File: config.mk
export PLATFORM = sky130hd
export DESIGN_NAME = dos_out_fifo
export DESIGN_NICKNAME = d
export VERILOG_FILES = /design/src/sv/dos_pkg.sv /design/src/sv/dos_out_fifo.sv
export SDC_FILE = /design/constraint.sdc
export NUM_CORES = 1
export LEC_CHECK = 0
export BUFFER_PORTS_ARGS = -buffer_cell sky130_fd_sc_hd__buf_2
export CAP_MARGIN = 20
export CORE_UTILIZATION = 37
export CTS_BUF_LIST = sky130_fd_sc_hd__clkbuf_16
export DETAILED_ROUTE_END_ITERATION = 8
export PLACE_DENSITY_LB_ADDON = 0.2
export SYNTH_ARGS = -nofsm -noshare
export SYNTH_HDL_FRONTEND = slang
export SYNTH_SLANG_ARGS = --single-unit
export TNS_END_PERCENT = 30
File: constraint.sdc
create_clock -name clk -period 19.18 [get_ports clk]
set_input_delay 1.918 -clock clk [delete_from_list [all_inputs] [get_ports clk]]
set_output_delay 1.918 -clock clk [all_outputs]
set_load 0.03 [all_outputs]
File: src/sv/dos_pkg.sv
`default_nettype none

package dos_pkg;

	// queue geometry
	localparam int DEPTH = 8192;
	localparam int PTR_W = (DEPTH > 1) ? $clog2(DEPTH) : 1;
	localparam int CNT_W = $clog2(DEPTH + 1);

	// field widths
	localparam int SAMPLE_W = 16;
	localparam int LEVEL_W  = 14;
	localparam int DROP_W   = 32;
	localparam int FUNC_W   = 2;

	// stream packing
	localparam int IN_TDATA_W  = 16;
	localparam int OUT_FIELD_W = SAMPLE_W + 2 * LEVEL_W + DROP_W;
	localparam int OUT_TDATA_W = ((OUT_FIELD_W + 7) / 8) * 8;
	localparam int OUT_PAD_W   = OUT_TDATA_W - OUT_FIELD_W;

	// result buffer
	localparam int OUT_DEPTH = 3;
	localparam int OUT_PTR_W = 2;
	localparam int OUT_CNT_W = 2;

	typedef enum logic [FUNC_W-1:0] {
		FUNC_PUSH      = 2'd0,
		FUNC_POP       = 2'd1,
		FUNC_FLUSH     = 2'd2,
		FUNC_FLUSH_CLR = 2'd3
	} func_t;

	// sample RAM access for one cycle
	typedef struct packed {
		logic                we;
		logic [PTR_W-1:0]    waddr;
		logic [SAMPLE_W-1:0] wdata;
		logic                re;
		logic [PTR_W-1:0]    raddr;
	} ram_req_t;

	// status that travels alongside the RAM read
	typedef struct packed {
		logic               pop_valid;
		logic [LEVEL_W-1:0] fill_level;
		logic [LEVEL_W-1:0] high_water;
		logic [DROP_W-1:0]  dropped_count;
		logic               chunk_done;
	} meta_t;

	typedef struct packed {
		logic signed [SAMPLE_W-1:0] popped_sample;
		logic                       pop_valid;
		logic [LEVEL_W-1:0]         fill_level;
		logic [LEVEL_W-1:0]         high_water;
		logic [DROP_W-1:0]          dropped_count;
		logic                       chunk_done;
	} result_t;

	// ring pointer step
	function automatic logic [PTR_W-1:0] next_ptr(input logic [PTR_W-1:0] p);
		logic [PTR_W-1:0] n;
		if (p == PTR_W'(DEPTH - 1)) begin
			n = '0;
		end else begin
			n = p + PTR_W'(1);
		end
		return n;
	endfunction

endpackage

`default_nettype wire

File: src/sv/dos_out_fifo.sv
`default_nettype none

module dos_out_fifo
	import dos_pkg::*;
(
	input  wire logic    clk,
	input  wire logic    arst_n,
	input  wire logic    in_valid,
	input  wire result_t in_item,
	output logic         room,
	output logic         out_valid,
	input  wire logic    out_ready,
	output result_t      out_item
);

	result_t              buf_q [OUT_DEPTH];
	logic [OUT_PTR_W-1:0] wr_q;
	logic [OUT_PTR_W-1:0] rd_q;
	logic [OUT_CNT_W-1:0] count_q;
	logic                 pop;

	assign out_valid = (count_q != '0);
	assign out_item  = buf_q[rd_q];
	assign pop       = out_valid && out_ready;

	// space for one more item besides the one in flight; registered terms only
	assign room = ((OUT_CNT_W + 1)'(count_q) + (OUT_CNT_W + 1)'(in_valid))
		< (OUT_CNT_W + 1)'(OUT_DEPTH);

	always_ff @(posedge clk) begin
		if (in_valid) begin
			buf_q[wr_q] <= in_item;
		end
	end

	// pointers and fill count
	always_ff @(posedge clk or negedge arst_n) begin
		if (!arst_n) begin
			wr_q    <= '0;
			rd_q    <= '0;
			count_q <= '0;
		end else begin
			if (in_valid) begin
				wr_q <= (wr_q == OUT_PTR_W'(OUT_DEPTH - 1)) ? '0 : wr_q + OUT_PTR_W'(1);
			end
			if (pop) begin
				rd_q <= (rd_q == OUT_PTR_W'(OUT_DEPTH - 1)) ? '0 : rd_q + OUT_PTR_W'(1);
			end
			if (in_valid && !pop) begin
				count_q <= count_q + OUT_CNT_W'(1);
			end else if (pop && !in_valid) begin
				count_q <= count_q - OUT_CNT_W'(1);
			end
		end
	end

	a_no_overflow: assert property (@(posedge clk) disable iff (!arst_n)
		!(in_valid && !pop && count_q == OUT_CNT_W'(OUT_DEPTH)))
		else $error("result buffer overflow");

	a_count_bound: assert property (@(posedge clk) disable iff (!arst_n)
		count_q <= OUT_CNT_W'(OUT_DEPTH))
		else $error("result buffer count out of range");

	a_room_blocks: assert property (@(posedge clk) disable iff (!arst_n)
		(count_q == OUT_CNT_W'(OUT_DEPTH)) |-> !room)
		else $error("room flagged while buffer full");

endmodule

`default_nettype wire

==> results.sh, run 1 <==
export IMPL_die_w_um=159
export IMPL_rsz0062_at_grt="false"
export IMPL_pre_cts_slack_ps=14380
export IMPL_io_pin_count=162
export IMPL_synth_edf_count=234
export IMPL_power_share_clock=0.273
export IMPL_synth_ff_type="edfxtp_1"
export IMPL_ys_ff_latch=240
export IMPL_p_comb_frac=0.334
export IMPL_syn_to_final_growth_pct=21.1
export IMPL_finClkSkew_ps=8.56
export IMPL_maxCapViolCount=0
export IMPL_synthXorXnorAreaFrac=0.00290
export IMPL_peakVddDrop_uv=82.1
export IMPL_start_util=0.382
export IMPL_reg2reg_depth=3
export IMPL_timing_final_crit_share=0.250
export IMPL_clk_pin_slew_worst_paths_ps=60
export IMPL_power_density_mw_per_mm2=170
export IMPL_ys_seq_area_frac=0.791
export IMPL_vias=4783
export IMPL_cts_path_max_buffers=3
export IMPL_hold_violations=0
export IMPL_route_detailed_drc=0
export IMPL_synth_top_area_share=0.774
export IMPL_ys_async_sr_fraction=0.0250
export IMPL_row_count=56
export IMPL_cts_tree="built"
export IMPL_endpoint_kind="primary output"
export IMPL_synthMuxAreaShare=0.0860
export IMPL_final_cell_mix="234 x edfxtp_1, 161 x buf_2, 80 x nand2_1, 78 x mux2i_1, 78 x o21ai_1"
export IMPL_power_internal_uw=1180
export IMPL_routed_wl_um=16700
export IMPL_grt_max_degree=90
export IMPL_synthAdderAreaFrac=0.00414
export IMPL_cp_start_kind="primary input"
export IMPL_die_area_mm2=0.0252
export IMPL_coreArea_mm2=0.0238
export IMPL_fill_cells=2080
export IMPL_drtIter0Drc=284
export IMPL_r2r_end="rd_q[0]$_DFFE_PN0P_"
export IMPL_grt_total_usage=0.132
export IMPL_drt_pass1_iter_count=4
export IMPL_synth_top_cell_by_area="edfxtp_1"
export IMPL_insertion_delay_ps=520
export IMPL_cp_max_fo=4
export IMPL_synth_compound_area_frac=0.0480
export IMPL_worstSetupPathType="in2out"
export IMPL_seq_power_share=0.393
export IMPL_status="completed"
export IMPL_p_switching_uw=689
export IMPL_cp_arrival_ps=2880
export IMPL_grt_pass1_vias=4941
export IMPL_yosys_top_cells_area="edfxtp_1 77%, mux2i_1 8.6%, o21ai_1 4.3%, nand2_1 3.3%, buf_12 2.0%"
export IMPL_r2r_start="rd_q[0]$_DFFE_PN0P_"
export IMPL_io_buffers=161
export IMPL_post_cts_buffers=0
export IMPL_tightest_slew_ps=966
export IMPL_overflow=0
export IMPL_fin_nets=778
export IMPL_leakage_uw=0.00405
export IMPL_synth_top_family_by_area="multiplexers"
export IMPL_hp_class="reg2reg"
export IMPL_dp_hpwl_um=9790
export IMPL_final_max_slew_viol_count=0
export IMPL_relSlewSlack=0.356
export IMPL_ctsRootBufferMaster="clkbuf_16"
export IMPL_swShare=0.369
export IMPL_grt_antenna_before_repair=1
export IMPL_synth_simple_gate_area_share=0.0372
export IMPL_drive_above_1_share=0.303
export IMPL_required_ps=17260
export IMPL_antenna_left=0
export IMPL_timing_final_crit_period_ps=4800
export IMPL_syn_area_mm2=0.00907
export IMPL_grt_pass1_wl_um=25400
export IMPL_hp_start="count_q[1]$_DFFE_PN0P_"
export IMPL_min_to="count_q[1]$_DFFE_PN0P_"
export IMPL_gp_congestion=0.710
export IMPL_cts_hold_fix_buffers=0
export IMPL_synth_nets=607
export IMPL_min_path_cells=1
export IMPL_synth_warnings=0
export IMPL_avgSynthCellArea_um2=17.4
export IMPL_fin_ws_ps=14380
export IMPL_numCtsBuffers=26
export IMPL_max_freq_mhz=208
export IMPL_synthCells=522
export IMPL_die_h_um=159
export IMPL_wl_per_cell_um=16.1
export IMPL_cts_max_level=1
export IMPL_cts_resized_gates=0
export IMPL_ys_types=22
export IMPL_setup_violations=0
export IMPL_rrSetupSlack_ps=17010
export IMPL_cts_sinks=240
export IMPL_final_common_cell="edfxtp_1"
export IMPL_via_per_inst=4.63
export IMPL_finalSetupTns_ps=0
critical path: stages:
cell     delay [ps]
buf_2           120
ha_1            210
ha_1            290
a21oi_1         140
buf_2           210
kinds of logic (layout without fill, tap and decap cells):
kind of cell	Yosys count	count (layout)
xor+xnor	3	3
fa+ha+maj	3	3
compound gates	84	84
mux	78	78
simple gates	87	87
flops	240	240
other cells	0	1
buf+inv	27	218
power by group through the flow:
stage               registers (uW)  clock network (uW)  logic [uW]
finish                         734                 510         625
global route                   744                 545         679
CTS                            736                 525         638
detailed placement             747                   0         636
global placement               742                   0         632
floorplan                      717                   0         520
per-stage QoR:
stage / instance area (um2) / total power, uW / hold slack, ps / utilization / instances
after floorplan: 9070 / 1240 / 488 / - / 522
after global placement: 10100 / 1370 / 517 / 0.425 / 984
after detailed placement: 10100 / 1380 / 540 / 0.425 / 984
after CTS: 11000 / 1900 / 553 / 0.463 / 1032
after global routing: 11000 / 1970 / 579 / 0.463 / 1032
final: 11000 / 1870 / 548 / 0.463 / 1033
routing by layer:
metal	track usage	up-vias	wire (um)
li1	-	2320	-
met5	0	-	13
met4	0.0362	2	405
met2	0.231	143	7840
met1	0.152	2288	7040
met3	0.0465	30	1380
synth_stat cells, types with 2 or more instances:
cell type / count
buf_12: 9
ha_1: 3
nand2_1: 80
xor2_1: 2
dfrtp_1: 6
nor3_1: 2
o21ai_2: 2
mux2i_1: 78
buf_6: 2
clkbuf_1: 4
edfxtp_1: 234
a21o_1: 3
buf_2: 10
nor2_1: 2
o21ai_1: 78
worst max-delay path by stage:
stage	startpoint	end	slack, ps	cells past startpoint
after floorplan	in_valid	buf_q[2][0]$_DFFE_PP_	10910	2
after global placement	in_valid	room	14400	5
after detailed placement	in_valid	room	14380	5
after CTS	rd_q[0]$_DFFE_PN0P_	out_item[45]	14310	4
after global routing	rd_q[0]$_DFFE_PN0P_	out_item[42]	14200	4
final	in_valid	room	14380	5
cell type report:
| cell class | count | area, um2 | area share |
|---|---|---|---|
| tap | 319 | 399 | 0.0363 |
| sequential | 240 | 7180 | 0.654 |
| antenna | 1 | 2.50 | 0.000228 |
| clock buffer | 27 | 676 | 0.0615 |
| timing repair buffer | 169 | 866 | 0.0788 |
| clock inverter | 21 | 224 | 0.0204 |
| inverter | 1 | 3.75 | 0.000342 |
| multi-input combinational | 255 | 1640 | 0.149 |
flip-flops by register name (all words and copies together) (netlist names):
name	flops
buf_q	234
wr_q	2
count_q	2
rd_q	2
Note: power is estimated with default switching activity, not from simulation.
==> inputs of run 2 (changes only) <==
==> constraint.sdc (replaced) <==
create_clock -name clk -period 5.03 [get_ports clk]
set_input_delay 0.503 -clock clk [delete_from_list [all_inputs] [get_ports clk]]
set_output_delay 0.503 -clock clk [all_outputs]
set_load 0.03 [all_outputs]
==> run 2 against run 1 <==
  * Worst hold slack worse by 360 ps
  * Largest cell class unchanged
  * Clock-buffer cell count is the same
  * Global-route usage rose by 0.47 points
  * Register-to-register slack worse by 14000 ps
  * Highest routed layer unchanged
  * Total power grew to 3.8 times the previous value
  * Largest power group unchanged
  * Critical endpoint is now out_item[6]
==> results.sh, run 2 (same netlist as run 1, synthesis figures left out) <==
export IMPL_finClkSkew_ps=9.75
export IMPL_wl_per_cell_um=16.6
export IMPL_die_h_um=159
export IMPL_final_max_slew_viol_count=0
export IMPL_fin_ws_ps=1950
export IMPL_antenna_left=0
export IMPL_use_met1=0.159
export IMPL_required_ps=4530
export IMPL_grt_busiest_layer="met2"
export IMPL_maxCapViolCount=0
export IMPL_fill_cells=2060
export IMPL_drive_above_1_share=0.300
export IMPL_fin_nets=781
export IMPL_grt_max_degree=97
export IMPL_use_met2=0.238
export IMPL_min_path_cells=1
export IMPL_drt_pass1_iter_count=6
export IMPL_endpoint_kind="primary output"
export IMPL_cts_resized_gates=0
export IMPL_hp_start="in_item[37]"
export IMPL_min_to="buf_q[2][37]$_DFFE_PP_"
export IMPL_vias=4831
export IMPL_tightest_slew_ps=1030
export IMPL_pre_cts_slack_ps=2370
export IMPL_cts_hold_fix_buffers=1
export IMPL_syn_to_final_growth_pct=21.3
export IMPL_via_per_inst=4.68
export IMPL_worstSetupPathType="reg2out"
export IMPL_relSlewSlack=0.310
export IMPL_grt_pass1_vias=4884
export IMPL_cpMaxStageDelayCell="dfrtp_4"
export IMPL_setup_violations=0
export IMPL_rrSetupSlack_ps=2730
export IMPL_dp_hpwl_um=10300
export IMPL_cp_max_fo=96
export IMPL_insertion_delay_ps=520
export IMPL_finalSetupTns_ps=0
export IMPL_ctsRootBufferMaster="clkbuf_16"
export IMPL_hold_violations=0
export IMPL_gp_congestion=0.690
export IMPL_grt_antenna_before_repair=3
export IMPL_grt_pass1_wl_um=25800
export IMPL_max_stage_delay_ps=1060
export IMPL_timing_final_crit_share=0.612
export IMPL_die_w_um=159
export IMPL_route_detailed_drc=0
export IMPL_io_buffers=161
export IMPL_grtUsageMet3=0.0457
export IMPL_overflow=0
export IMPL_timing_final_crit_period_ps=3080
export IMPL_clk_pin_slew_worst_paths_ps=60
export IMPL_coreArea_mm2=0.0238
export IMPL_final_cell_mix="234 x edfxtp_1, 161 x buf_2, 80 x nand2_1, 78 x mux2i_1, 78 x o21ai_1"
export IMPL_final_common_cell="edfxtp_1"
export IMPL_largest_reg_flops=234
export IMPL_die_area_mm2=0.0252
export IMPL_cp_arrival_ps=2580
export IMPL_path_cells="buf_4 -> nand2_1 -> o21ai_1 -> buf_2"
export IMPL_r2r_end="buf_q[0][18]$_DFFE_PP_"
export IMPL_cts_path_max_buffers=3
export IMPL_grt_total_usage=0.137
export IMPL_cts_max_level=1
export IMPL_r2r_start="wr_q[1]$_DFFE_PN0P_"
export IMPL_rsz0062_at_grt="false"
export IMPL_status="completed"
export IMPL_drtIter0Drc=248
export IMPL_routed_wl_um=17200
export IMPL_numCtsBuffers=26
export IMPL_io_pin_count=162
export IMPL_cp_start_kind="flop"
export IMPL_largest_register="buf_q"
export IMPL_reg2reg_depth=2
export IMPL_hp_class="in2reg"
export IMPL_leakage_uw=0.00405
export IMPL_post_cts_buffers=0
export IMPL_cts_tree="built"
export IMPL_start_util=0.382
export IMPL_max_freq_mhz=325
export IMPL_cts_sinks=240
export IMPL_peakVddDrop_uv=323
export IMPL_power_density_mw_per_mm2=644
export IMPL_row_count=56
run 2: cell type report:
cell class	count	area, um2	area share
clock buffers	27	676	0.0614
clock inverters	18	180	0.0164
repair buffers	172	923	0.0839
flip-flops and latches	240	7180	0.652
multi-input cells	255	1640	0.149
inverters	1	3.75	0.000341
diodes	1	2.50	0.000227
well taps	319	399	0.0362
run 2: how the worst max path moves through the flow:
stage                                   start                     end  slack [ps]
final                     rd_q[1]$_DFFE_PN0P_             out_item[6]        1950
after detailed placement             in_valid  buf_q[2][33]$_DFFE_PP_        2370
after global placement               in_valid  buf_q[2][33]$_DFFE_PP_        2380
after global routing      rd_q[1]$_DFFE_PN0P_            out_item[68]        1750
after CTS                 rd_q[1]$_DFFE_PN0P_             out_item[6]        1900
after floorplan                      in_valid   buf_q[0][0]$_DFFE_PP_       -1490
run 2: per-layer routing:
metal | vias to the layer above | routed length (um)
met3 | 35 | 1390
met2 | 141 | 8340
met5 | - | 23
met1 | 2322 | 7020
li1 | 2329 | -
met4 | 4 | 412
run 2: critical path: cells and delay by family (launching register included):
kind	cells	cell delay, ps
compound gates	1	140
buf+inv	2	710
flops	1	1060
simple gates	1	80
run 2: where the power goes:
| part | leakage, uW | total, uW | internal, uW | switching [uW] |
|---|---|---|---|---|
| registers | 0.00223 | 2840 | 2570 | 273 |
| logic | 0.00139 | 2370 | 718 | 1650 |
| clock network | 0.000428 | 1880 | 1160 | 716 |
| total | 0.00405 | 7090 | 4450 | 2640 |
run 2: stage by stage:
| stage | power, uW | std cells | area (um2) | util | hold WS, ps |
|---|---|---|---|---|---|
| global route | 7470 | 1032 | 11000 | 0.463 | 170 |
| floorplan | 4710 | 522 | 9080 | - | 207 |
| detailed placement | 5300 | 985 | 10100 | 0.426 | 337 |
| CTS | 7200 | 1031 | 11000 | 0.462 | 161 |
| global placement | 5260 | 985 | 10100 | 0.426 | 331 |
| finish | 7090 | 1033 | 11000 | 0.464 | 187 |
