[config.mk]
export PLATFORM = sky130hd
export DESIGN_NAME = dos_ctrl
export DESIGN_NICKNAME = d
export VERILOG_FILES = /design/src/sv/dos_pkg.sv /design/src/sv/dos_ctrl.sv
export SDC_FILE = /design/constraint.sdc
export NUM_CORES = 1
export LEC_CHECK = 0
export ABC_CLOCK_PERIOD_IN_PS = 4300
export BUFFER_PORTS_ARGS = -buffer_cell sky130_fd_sc_hd__buf_2
export CORE_MARGIN = 3
export CORE_UTILIZATION = 55
export DETAILED_ROUTE_END_ITERATION = 10
export GPL_TIMING_DRIVEN = 0
export PLACE_DENSITY_LB_ADDON = 0.08
export SLEW_MARGIN = 5
export SYNTH_ARGS = -nofsm -noshare
export SYNTH_HDL_FRONTEND = slang
export SYNTH_SLANG_ARGS = --single-unit
[constraint.sdc]
create_clock -name clk -period 4.3 [get_ports clk]
set_input_delay 0.86 -clock clk [delete_from_list [all_inputs] [get_ports clk]]
set_output_delay 0.86 -clock clk [all_outputs]
set_load 0.03 [all_outputs]
[src/sv/dos_pkg.sv]
`default_nettype none

package dos_pkg;

	// queue geometry
	localparam int DEPTH = 8192;
	localparam int PTR_W = (DEPTH > 1) ? $clog2(DEPTH) : 1;
	localparam int CNT_W = $clog2(DEPTH + 1);

	// field widths
	localparam int SAMPLE_W = 16;
	localparam int LEVEL_W  = 14;
	localparam int DROP_W   = 32;
	localparam int FUNC_W   = 2;

	// stream packing
	localparam int IN_TDATA_W  = 16;
	localparam int OUT_FIELD_W = SAMPLE_W + 2 * LEVEL_W + DROP_W;
	localparam int OUT_TDATA_W = ((OUT_FIELD_W + 7) / 8) * 8;
	localparam int OUT_PAD_W   = OUT_TDATA_W - OUT_FIELD_W;

	// result buffer
	localparam int OUT_DEPTH = 3;
	localparam int OUT_PTR_W = 2;
	localparam int OUT_CNT_W = 2;

	typedef enum logic [FUNC_W-1:0] {
		FUNC_PUSH      = 2'd0,
		FUNC_POP       = 2'd1,
		FUNC_FLUSH     = 2'd2,
		FUNC_FLUSH_CLR = 2'd3
	} func_t;

	// sample RAM access for one cycle
	typedef struct packed {
		logic                we;
		logic [PTR_W-1:0]    waddr;
		logic [SAMPLE_W-1:0] wdata;
		logic                re;
		logic [PTR_W-1:0]    raddr;
	} ram_req_t;

	// status that travels alongside the RAM read
	typedef struct packed {
		logic               pop_valid;
		logic [LEVEL_W-1:0] fill_level;
		logic [LEVEL_W-1:0] high_water;
		logic [DROP_W-1:0]  dropped_count;
		logic               chunk_done;
	} meta_t;

	typedef struct packed {
		logic signed [SAMPLE_W-1:0] popped_sample;
		logic                       pop_valid;
		logic [LEVEL_W-1:0]         fill_level;
		logic [LEVEL_W-1:0]         high_water;
		logic [DROP_W-1:0]          dropped_count;
		logic                       chunk_done;
	} result_t;

	// ring pointer step
	function automatic logic [PTR_W-1:0] next_ptr(input logic [PTR_W-1:0] p);
		logic [PTR_W-1:0] n;
		if (p == PTR_W'(DEPTH - 1)) begin
			n = '0;
		end else begin
			n = p + PTR_W'(1);
		end
		return n;
	endfunction

endpackage

`default_nettype wire

[src/sv/dos_ctrl.sv]
`default_nettype none

module dos_ctrl
	import dos_pkg::*;
(
	input  wire logic                clk,
	input  wire logic                arst_n,
	input  wire logic                in_accept,
	input  wire func_t               func,
	input  wire logic [SAMPLE_W-1:0] sample,
	input  wire logic                last_in_chunk,
	output ram_req_t                 ram_req,
	output logic                     valid_s1,
	output meta_t                    meta_s1
);

	logic [PTR_W-1:0]  rd_ptr_q, rd_ptr_nxt;
	logic [PTR_W-1:0]  wr_ptr_q, wr_ptr_nxt;
	logic [CNT_W-1:0]  occ_q, occ_nxt;
	logic [CNT_W-1:0]  peak_q, peak_nxt;
	logic [DROP_W-1:0] drop_q, drop_nxt;
	logic              pop_ok;
	logic              full;

	assign full = (occ_q == CNT_W'(DEPTH));

	// next state and RAM access for the item at the input
	always_comb begin
		rd_ptr_nxt    = rd_ptr_q;
		wr_ptr_nxt    = wr_ptr_q;
		occ_nxt       = occ_q;
		peak_nxt      = peak_q;
		drop_nxt      = drop_q;
		pop_ok        = 1'b0;
		ram_req.we    = 1'b0;
		ram_req.waddr = wr_ptr_q;
		ram_req.wdata = sample;
		ram_req.re    = 1'b0;
		ram_req.raddr = rd_ptr_q;
		unique case (func)
			FUNC_PUSH: begin
				// full: oldest sample goes, level stays
				if (full) begin
					rd_ptr_nxt = next_ptr(rd_ptr_q);
					drop_nxt   = drop_q + DROP_W'(1);
				end else begin
					occ_nxt = occ_q + CNT_W'(1);
				end
				wr_ptr_nxt = next_ptr(wr_ptr_q);
				ram_req.we = in_accept;
				if (occ_nxt > peak_q) begin
					peak_nxt = occ_nxt;
				end
			end
			FUNC_POP: begin
				if (occ_q != '0) begin
					pop_ok     = 1'b1;
					ram_req.re = in_accept;
					rd_ptr_nxt = next_ptr(rd_ptr_q);
					occ_nxt    = occ_q - CNT_W'(1);
				end
			end
			FUNC_FLUSH, FUNC_FLUSH_CLR: begin
				rd_ptr_nxt = '0;
				wr_ptr_nxt = '0;
				occ_nxt    = '0;
				if (func == FUNC_FLUSH_CLR) begin
					peak_nxt = '0;
				end
			end
		endcase
	end

	// queue state
	always_ff @(posedge clk or negedge arst_n) begin
		if (!arst_n) begin
			rd_ptr_q <= '0;
			wr_ptr_q <= '0;
			occ_q    <= '0;
			peak_q   <= '0;
			drop_q   <= '0;
			valid_s1 <= 1'b0;
		end else begin
			valid_s1 <= in_accept;
			if (in_accept) begin
				rd_ptr_q <= rd_ptr_nxt;
				wr_ptr_q <= wr_ptr_nxt;
				occ_q    <= occ_nxt;
				peak_q   <= peak_nxt;
				drop_q   <= drop_nxt;
			end
		end
	end

	// status travels with the RAM read
	always_ff @(posedge clk) begin
		if (in_accept) begin
			meta_s1.pop_valid     <= pop_ok;
			meta_s1.fill_level    <= LEVEL_W'(occ_nxt);
			meta_s1.high_water    <= LEVEL_W'(peak_nxt);
			meta_s1.dropped_count <= drop_nxt;
			meta_s1.chunk_done    <= last_in_chunk;
		end
	end

	a_occ_bound: assert property (@(posedge clk) disable iff (!arst_n)
		occ_q <= CNT_W'(DEPTH))
		else $error("occupancy above depth");

	a_peak_cover: assert property (@(posedge clk) disable iff (!arst_n)
		peak_q >= occ_q)
		else $error("high-water below fill level");

	a_drop_step: assert property (@(posedge clk) disable iff (!arst_n)
		(in_accept && func == FUNC_PUSH && full) |=> drop_q == $past(drop_q) + DROP_W'(1))
		else $error("drop count did not advance on overwrite");

endmodule

`default_nettype wire

==> results of run 1 <==
-- worst paths after layout --
check | startpoint | end | slack [ns] | cells past startpoint
min in group clk | drop_q[31]$_DFFE_PN0P_ | drop_q[31]$_DFFE_PN0P_ | 0.49 | 1
worst min-delay path | arst_n | drop_q[20]$_DFFE_PN0P_ | 0.36 | 1
worst max-delay path | occ_q[0]$_DFFE_PN0P_ | meta_s1[39]$_DFFE_PP_ | 0.21 | 16
max in group asynchronous | arst_n | occ_q[6]$_DFFE_PN0P_ | 3.28 | 2
worst max register to register | occ_q[0]$_DFFE_PN0P_ | meta_s1[39]$_DFFE_PP_ | 0.21 | 16
worst min register to register | drop_q[31]$_DFFE_PN0P_ | drop_q[31]$_DFFE_PN0P_ | 0.49 | 1
-- synth_stat cells (all sizes together), types with 8 or more instances --
| cell type | count |
|---|---|
| a21oi | 21 |
| o31ai | 13 |
| nand3 | 41 |
| nand4 | 21 |
| nor3 | 38 |
| xnor2 | 35 |
| mux2i | 19 |
| buf | 34 |
| nor4 | 23 |
| clkbuf | 19 |
| nor2 | 55 |
| dfrtp | 87 |
| a21o | 8 |
| xor2 | 46 |
| o22ai | 15 |
| o21ai | 31 |
| inv | 50 |
| nand2 | 86 |
| edfxtp | 62 |
| ha | 20 |
-- flip-flops by register name (all words and copies together), names as in the netlist --
name	count
meta_s1	62
drop_q	32
occ_q	14
peak_q	14
rd_ptr_q	13
wr_ptr_q	13
valid_s1	1
-- through the flow --
step | power (mW) | TNS, ns | util | instances | instance area (um2)
global route | 5.52 | 0 | 0.668 | 1156 | 9820
detailed placement | 3.71 | -7.53 | 0.624 | 1121 | 9170
floorplan | 3.22 | 0 | - | 824 | 8350
global placement | 3.66 | -7.41 | 0.622 | 1120 | 9140
finish | 5.23 | 0 | 0.668 | 1156 | 9820
CTS | 5.17 | 0 | 0.664 | 1154 | 9770
-- cell families after synthesis --
logic type      Yosys count
simple gates            307
flops                   149
compound gates          142
buf+inv                 103
xor+xnor                 81
mux                      22
fa+ha+maj                20
-- metal layers --
metal | routed length [um] | track usage | part of all wire | vias to the layer above
li1 | - | - | - | 3242
met1 | 9290 | 0.364 | 0.44 | 3325
met2 | 10100 | 0.413 | 0.48 | 282
met3 | 1180 | 0.0515 | 0.056 | 42
met4 | 469 | 0.0896 | 0.022 | 0
met5 | 0 | 0 | 0 | -
-- area by class of cell --
class                      instances  area (um2)  share of cell area
tap                              184         230              0.0235
inverter                          50         188              0.0191
buffer                            53         304              0.0310
multi-input combinational        572        3860               0.394
sequential                       149        4040               0.411
clock inverter                    13         123              0.0125
timing repair buffer             116         616              0.0627
clock buffer                      19         453              0.0461
-- where the power goes --
group / switching [mW] / total (mW) / internal [mW] / leakage, nW
logic: 1.27 / 1.97 / 0.699 / 2.37
clock network: 0.608 / 1.44 / 0.832 / 0.274
registers: 0.123 / 1.82 / 1.69 / 1.79
-- what timing repair did --
| item | CTS | global route |
|---|---|---|
| endpoints found under the setup margin | 24 | 20 |
| hold endpoints to repair | 0 | 0 |
| buffers inserted | 1 | 2 |
| cloned | 0 | 0 |
| pin swaps | 0 | 1 |
| resized for setup | 4 | 8 |
-- cell usage in the layout (no fill, tap or decap), drive strengths merged, types with 4 or more instances in the layout --
cell	count
nor2b	5
clkinv	5
a31oi	5
o211ai	7
nor3	38
nand2b	4
and3	7
xor2	46
inv	54
o311ai	4
o22ai	15
mux2i	19
or3	7
a21oi	21
nand2	86
nor4	23
nand4	21
and4	5
dfrtp	87
nand3	41
xnor2	35
o221ai	5
clkbuf	38
o31ai	13
buf	150
a21o	8
nor2	55
ha	20
a211oi	4
edfxtp	62
o21ai	31
==> metrics.md, run 1 <==
| Metric | Value |
|---|---|
| Slew Viols, Final | `0` |
| Area leader, netlist | `dfrtp_1` |
| Dpl hpwl | `15.0 mm` |
| Setup slack after layout | `0.215 ns` |
| Die Footprint | `16700 um2` |
| WL/cell | `18.2 um` |
| CP endpoint kind | `flip-flop` |
| Pre-CTS setup slack | `-0.470 ns` |
| Antenna cells | `0` |
| Via count | `6891` |
| Setup CP Type | `reg2reg` |
| Routed WL | `21.0 mm` |
| Vias in the first global route | `6776` |
| WP data required | `4.56 ns` |
| Crit-path cells | `clkbuf_1, inv_1, ha_1, nor3b_4, and4_1, buf_4, nand2_1, a21oi_2, inv_1, ha_1, nor2b_1, o21a_1, o31a_1, o21ai_4, buf_6, mux2i_1` |
| PD cells | `533 nW/um2` |
| Peak Freq | `245 MHz` |
| Worst hold path type | `in2async` |
| Total track usage | `0.262` |
| Fin. Hold Viols | `0` |
| Area contributors post-synth | `dfrtp_1 26%, edfxtp_1 22%, xor2_1 4.8%` |
| Num CTS Buffers | `17` |
| Rows | `44` |
| CP peak stage delay | `0.41 ns` |
| Worst VDD drop | `0.000311 V` |
| IO Count | `129` |
| XOR/XNOR share of the synthesized area | `0.0850` |
| RePlAce Congestion | `0.929` |
| Main combinational cell family by area after synthesis | `simple AND/OR/NAND/NOR gates` |
| Initial antenna violation count | `0` |
| Post-synthesis compound-gate area fraction | `0.116` |
| Post-synth EDFFs | `62` |
| Worst slew margin | `0.329` |
| Status | `finished clean` |
| CP max FO | `10` |
| Post-route ant nets | `0` |
| Placeable Area | `14700 um2` |
| Layout cells sized above 1 | `0.219` |
| Width of the chip | `129 um` |
| Clk pin slew, worst setup/hold paths | `0.06 ns` |
| CTS tree | `yes` |
| Post-synthesis mux area share | `0.0283` |
| DR iter-0 viols | `459` |
| Count of input and output buffers | `112` |
| Adder-cell share of the synthesized area | `0.0300` |
| Vert. Die Dim | `129 um` |
| Minimum clock period | `4.09 ns` |
| Crit-path slowest cell | `dfrtp_1` |
| Cts hold-fix bufs | `0` |
| First-pass GRT wire length | `34.6 mm` |
| Worst slew pin tran | `0.993 ns` |
| Unrepaired setup endpoints after global routing | `no` |
| Overflow left after global routing | `0` |
| Worst path top cell family by delay | `compound AO/OA/AOI/OAI gates` |
| Bufs on Longest Clock Path | `2` |
| Fin nets | `1001` |
| Crit path buf inv count | `5` |
| Critical Path Start Type | `flip-flop` |
| Post-Syn Nets | `866` |
| Distinct cells, synth | `76` |
| Syn. warnings | `0` |
| Area growth, synth to finish | `17.6%` |
| Drt drc | `0` |
| Final Cycle Share | `0.950` |
| Pin count of the biggest net entering global routing | `70` |
| Initial core utilization | `0.568` |
| Register bit total from synthesis | `149` |
| Lkg Pwr | `4.43 nW` |
| # fillers | `1184` |
| Synthesized area per cell | `10.1 um2` |
| Clock Sinks | `149` |
| Root buffer cell | `clkbuf_16` |
| Async SR Flop Fraction | `0.584` |
| Register area share after synthesis | `0.484` |
| Synth Cell Area | `8350 um2` |
| Synth Instances | `824` |
| Synth top area share | `0.261` |
| Max-Cap Viols | `0` |
| Worst Skew | `0.00932 ns` |
| Critical path arrival | `4.35 ns` |
| Hold Slack | `0.362 ns` |
| Worst-Skew Late Latency | `0.43 ns` |
| Vias/cell | `5.96` |
| Final setup fails | `0` |
| Simple-Gate Fraction of Synth Area | `0.199` |
| Ys flop type | `dfrtp_1` |
| Drt pass-1 iters | `5` |
| Total number of H-tree levels | `4` |
Note: power is estimated with default switching activity, not from simulation.
==> run 2: changes to the inputs <==
CORE_UTILIZATION = 58   (was 55)
==> run 2 against run 1 <==
Against the previous run:
- utilization grew 3.4 points
- final cell count shrank 0.52%
- cell area is essentially flat
- sequential power is essentially flat
- clock power about the same
- critical endpoint unchanged
- largest cell class unchanged
==> metrics.md, run 2 (synthesis gave the netlist of run 1 again) <==
| Metric | Value |
|---|---|
| Width of the chip | `126 um (was 129 um)` |
| Layout cells sized above 1 | `0.214 (was 0.219)` |
| Drt pass-1 iters | `6 (was 5)` |
| R2R Setup Slk | `0.19 ns (was 0.21 ns)` |
| Overflow left after global routing | `0 (unchanged)` |
| CP peak stage delay | `0.42 ns (was 0.41 ns)` |
| Max-Cap Viols | `0 (unchanged)` |
| CP endpoint kind | `flip-flop (unchanged)` |
| CP max FO | `10 (unchanged)` |
| Bufs on Longest Clock Path | `2 (unchanged)` |
| Crit-path slowest cell | `dfrtp_1 (unchanged)` |
| Worst slew pin tran | `1.02 ns (was 0.993 ns)` |
| Biggest regs | `meta_s1 x62, drop_q x32 (unchanged)` |
| Lkg Pwr | `4.44 nW (was 4.43 nW)` |
| First-pass GRT wire length | `36.0 mm (was 34.6 mm)` |
| Initial antenna violation count | `0 (unchanged)` |
| Total track usage | `0.281 (was 0.262)` |
| Dpl hpwl | `15.3 mm (was 15.0 mm)` |
| Clock Sinks | `149 (unchanged)` |
| Commonest non-fill, non-tap cell in the layout | `buf_2 (unchanged)` |
| Pre-CTS setup slack | `-0.480 ns (was -0.470 ns)` |
| Cts hold-fix bufs | `0 (unchanged)` |
| Most frequent cells in the layout | `117 x buf_2, 87 x dfrtp_1, 86 x nand2_1 (unchanged)` |
| Peak Freq | `243 MHz (was 245 MHz)` |
| Crit-path cells | `clkbuf_1, inv_1, ha_1, nor3b_4, and4_1, buf_4, nand2_1, a21oi_4, inv_1, ha_1, and4_1, o21a_1, o31a_1, o21ai_4, buf_6, mux2i_1 (was clkbuf_1, inv_1, ha_1, nor3b_4, and4_1, buf_4, nand2_1, a21oi_2, inv_1, ha_1, nor2b_1, o21a_1, o31a_1, o21ai_4, buf_6, mux2i_1)` |
| Worst slew margin | `0.311 (was 0.329)` |
| Vias/cell | `6.17 (was 5.96)` |
| Final Cycle Share | `0.956 (was 0.950)` |
| Worst hold path type | `in2async (unchanged)` |
| Area growth, synth to finish | `17.6% (about the same)` |
| Top reg by flops | `meta_s1 (unchanged)` |
| Setup slack after layout | `0.188 ns (was 0.215 ns)` |
| Setup CP Type | `reg2reg (unchanged)` |
| Routed WL | `22.0 mm (was 21.0 mm)` |
| Critical Path Start Type | `flip-flop (unchanged)` |
| Worst VDD drop | `0.000305 V (was 0.000311 V)` |
| RePlAce Congestion | `0.930 (was 0.929)` |
| Post-route ant nets | `0 (unchanged)` |
| Status | `finished clean (unchanged)` |
| Worst Skew | `0.0108 ns (was 0.00932 ns)` |
| Setup_tns | `0 ns (unchanged)` |
| Num CTS Buffers | `17 (unchanged)` |
| Total number of H-tree levels | `4 (unchanged)` |
| Layout Utilization | `0.702 (was 0.668)` |
| PD cells | `536 nW/um2 (was 533 nW/um2)` |
| WL/cell | `19.1 um (was 18.2 um)` |
| DR iter-0 viols | `671 (was 459)` |
| Critical path arrival | `4.38 ns (was 4.35 ns)` |
| IO Count | `129 (unchanged)` |
| Worst-Skew Late Latency | `0.43 ns (about the same)` |
| Via count | `7091 (was 6891)` |
| Antenna cells | `0 (unchanged)` |
| Die Footprint | `15900 um2 (was 16700 um2)` |
| Final setup fails | `0 (unchanged)` |
| Placeable Area | `14000 um2 (was 14700 um2)` |
| Slew Viols, Final | `0 (unchanged)` |
| Drt drc | `0 (unchanged)` |
| Crit path buf inv count | `5 (unchanged)` |
| Vias in the first global route | `7098 (was 6776)` |
| WP data required | `4.57 ns (was 4.56 ns)` |
| Root buffer cell | `clkbuf_16 (unchanged)` |
| Rows | `43 (was 44)` |
| Pin count of the biggest net entering global routing | `70 (unchanged)` |
| Initial core utilization | `0.597 (was 0.568)` |
| Vert. Die Dim | `126 um (was 129 um)` |
| Fin. Hold Viols | `0 (unchanged)` |
| Clk pin slew, worst setup/hold paths | `0.06 ns (about the same)` |
| CTS tree | `yes (unchanged)` |
| Worst path top cell family by delay | `compound AO/OA/AOI/OAI gates (unchanged)` |
| Fin nets | `999 (was 1001)` |
| Max reg flops | `62 (unchanged)` |
| Minimum clock period | `4.11 ns (was 4.09 ns)` |
| Count of input and output buffers | `112 (unchanged)` |
==> run 2: changes by cell type in the layout (fill, tap and decap cells not counted), moves of 2 or more <==
cell        delta
clkbuf_1       +4
inv_6          -3
clkbuf_16      +2
clkinvlp_4     -2
inv_4          +2
==> run 2: final timing paths <==
path | from | to | cells after the start
setup / recovery | occ_q[0]$_DFFE_PN0P_ | meta_s1[39]$_DFFE_PP_ | 16
hold / removal | arst_n | drop_q[19]$_DFFE_PN0P_ | 1
setup reg to reg | occ_q[0]$_DFFE_PN0P_ | meta_s1[39]$_DFFE_PP_ | 16
hold reg to reg | drop_q[31]$_DFFE_PN0P_ | drop_q[31]$_DFFE_PN0P_ | 1
max in group asynchronous | arst_n | peak_q[10]$_DFFE_PN0P_ | 2
min in group clk | drop_q[31]$_DFFE_PN0P_ | drop_q[31]$_DFFE_PN0P_ | 1
==> run 2: final cells by class <==
type	count	area, um2
repair buffers	115	608
clock buffers	24	504
multi-input cells	572	3870
fillers	1063	4170
plain buffers	52	299
clock inverters	8	85.1
inverters	50	188
flip-flops and latches	149	4040
well taps	180	225
==> run 2: through the flow <==
stage | hold WS [ns] | area (um2) | power [mW] | instances
final | 0.374 | 9820 | 5.26 | 1150
after global routing | 0.396 | 9820 | 5.53 | 1150
after CTS | 0.372 | 9780 | 5.21 | 1150
after detailed placement | 0.495 | 9170 | 3.71 | 1117
after global placement | 0.475 | 9140 | 3.65 | 1116
after floorplan | 0.461 | 8350 | 3.22 | 824
==> run 2: what timing repair did <==
action / 4_1_cts / 5_1_grt
setup buffers: 1 / 1
setup endpoints to repair: 24 / 20
pin swaps: 0 / 2
resized for setup: 4 / 7
==> run 2: report_power, final <==
group,switching (mW),internal (mW)
combinational,1.28,0.690
clock,0.589,0.886
sequential,0.124,1.70
==> run 2: worst register-to-register path: stages, from the launching register on <==
cell	delay (ns)
dfrtp_1	0.42
clkbuf_1	0.22
inv_1	0.20
ha_1	0.23
nor3b_4	0.21
and4_1	0.20
buf_4	0.21
nand2_1	0.23
a21oi_4	0.26
inv_1	0.07
ha_1	0.26
and4_1	0.21
o21a_1	0.11
o31a_1	0.36
o21ai_4	0.30
buf_6	0.23
mux2i_1	0.24
==> run 2: per-layer routing <==
layer,vias up,global-route usage,wire length (um)
met4,0,0.117,547
met3,53,0.0462,1640
met5,-,0,0
li1,3240,-,-
met1,3417,0.377,9120
met2,381,0.459,10700
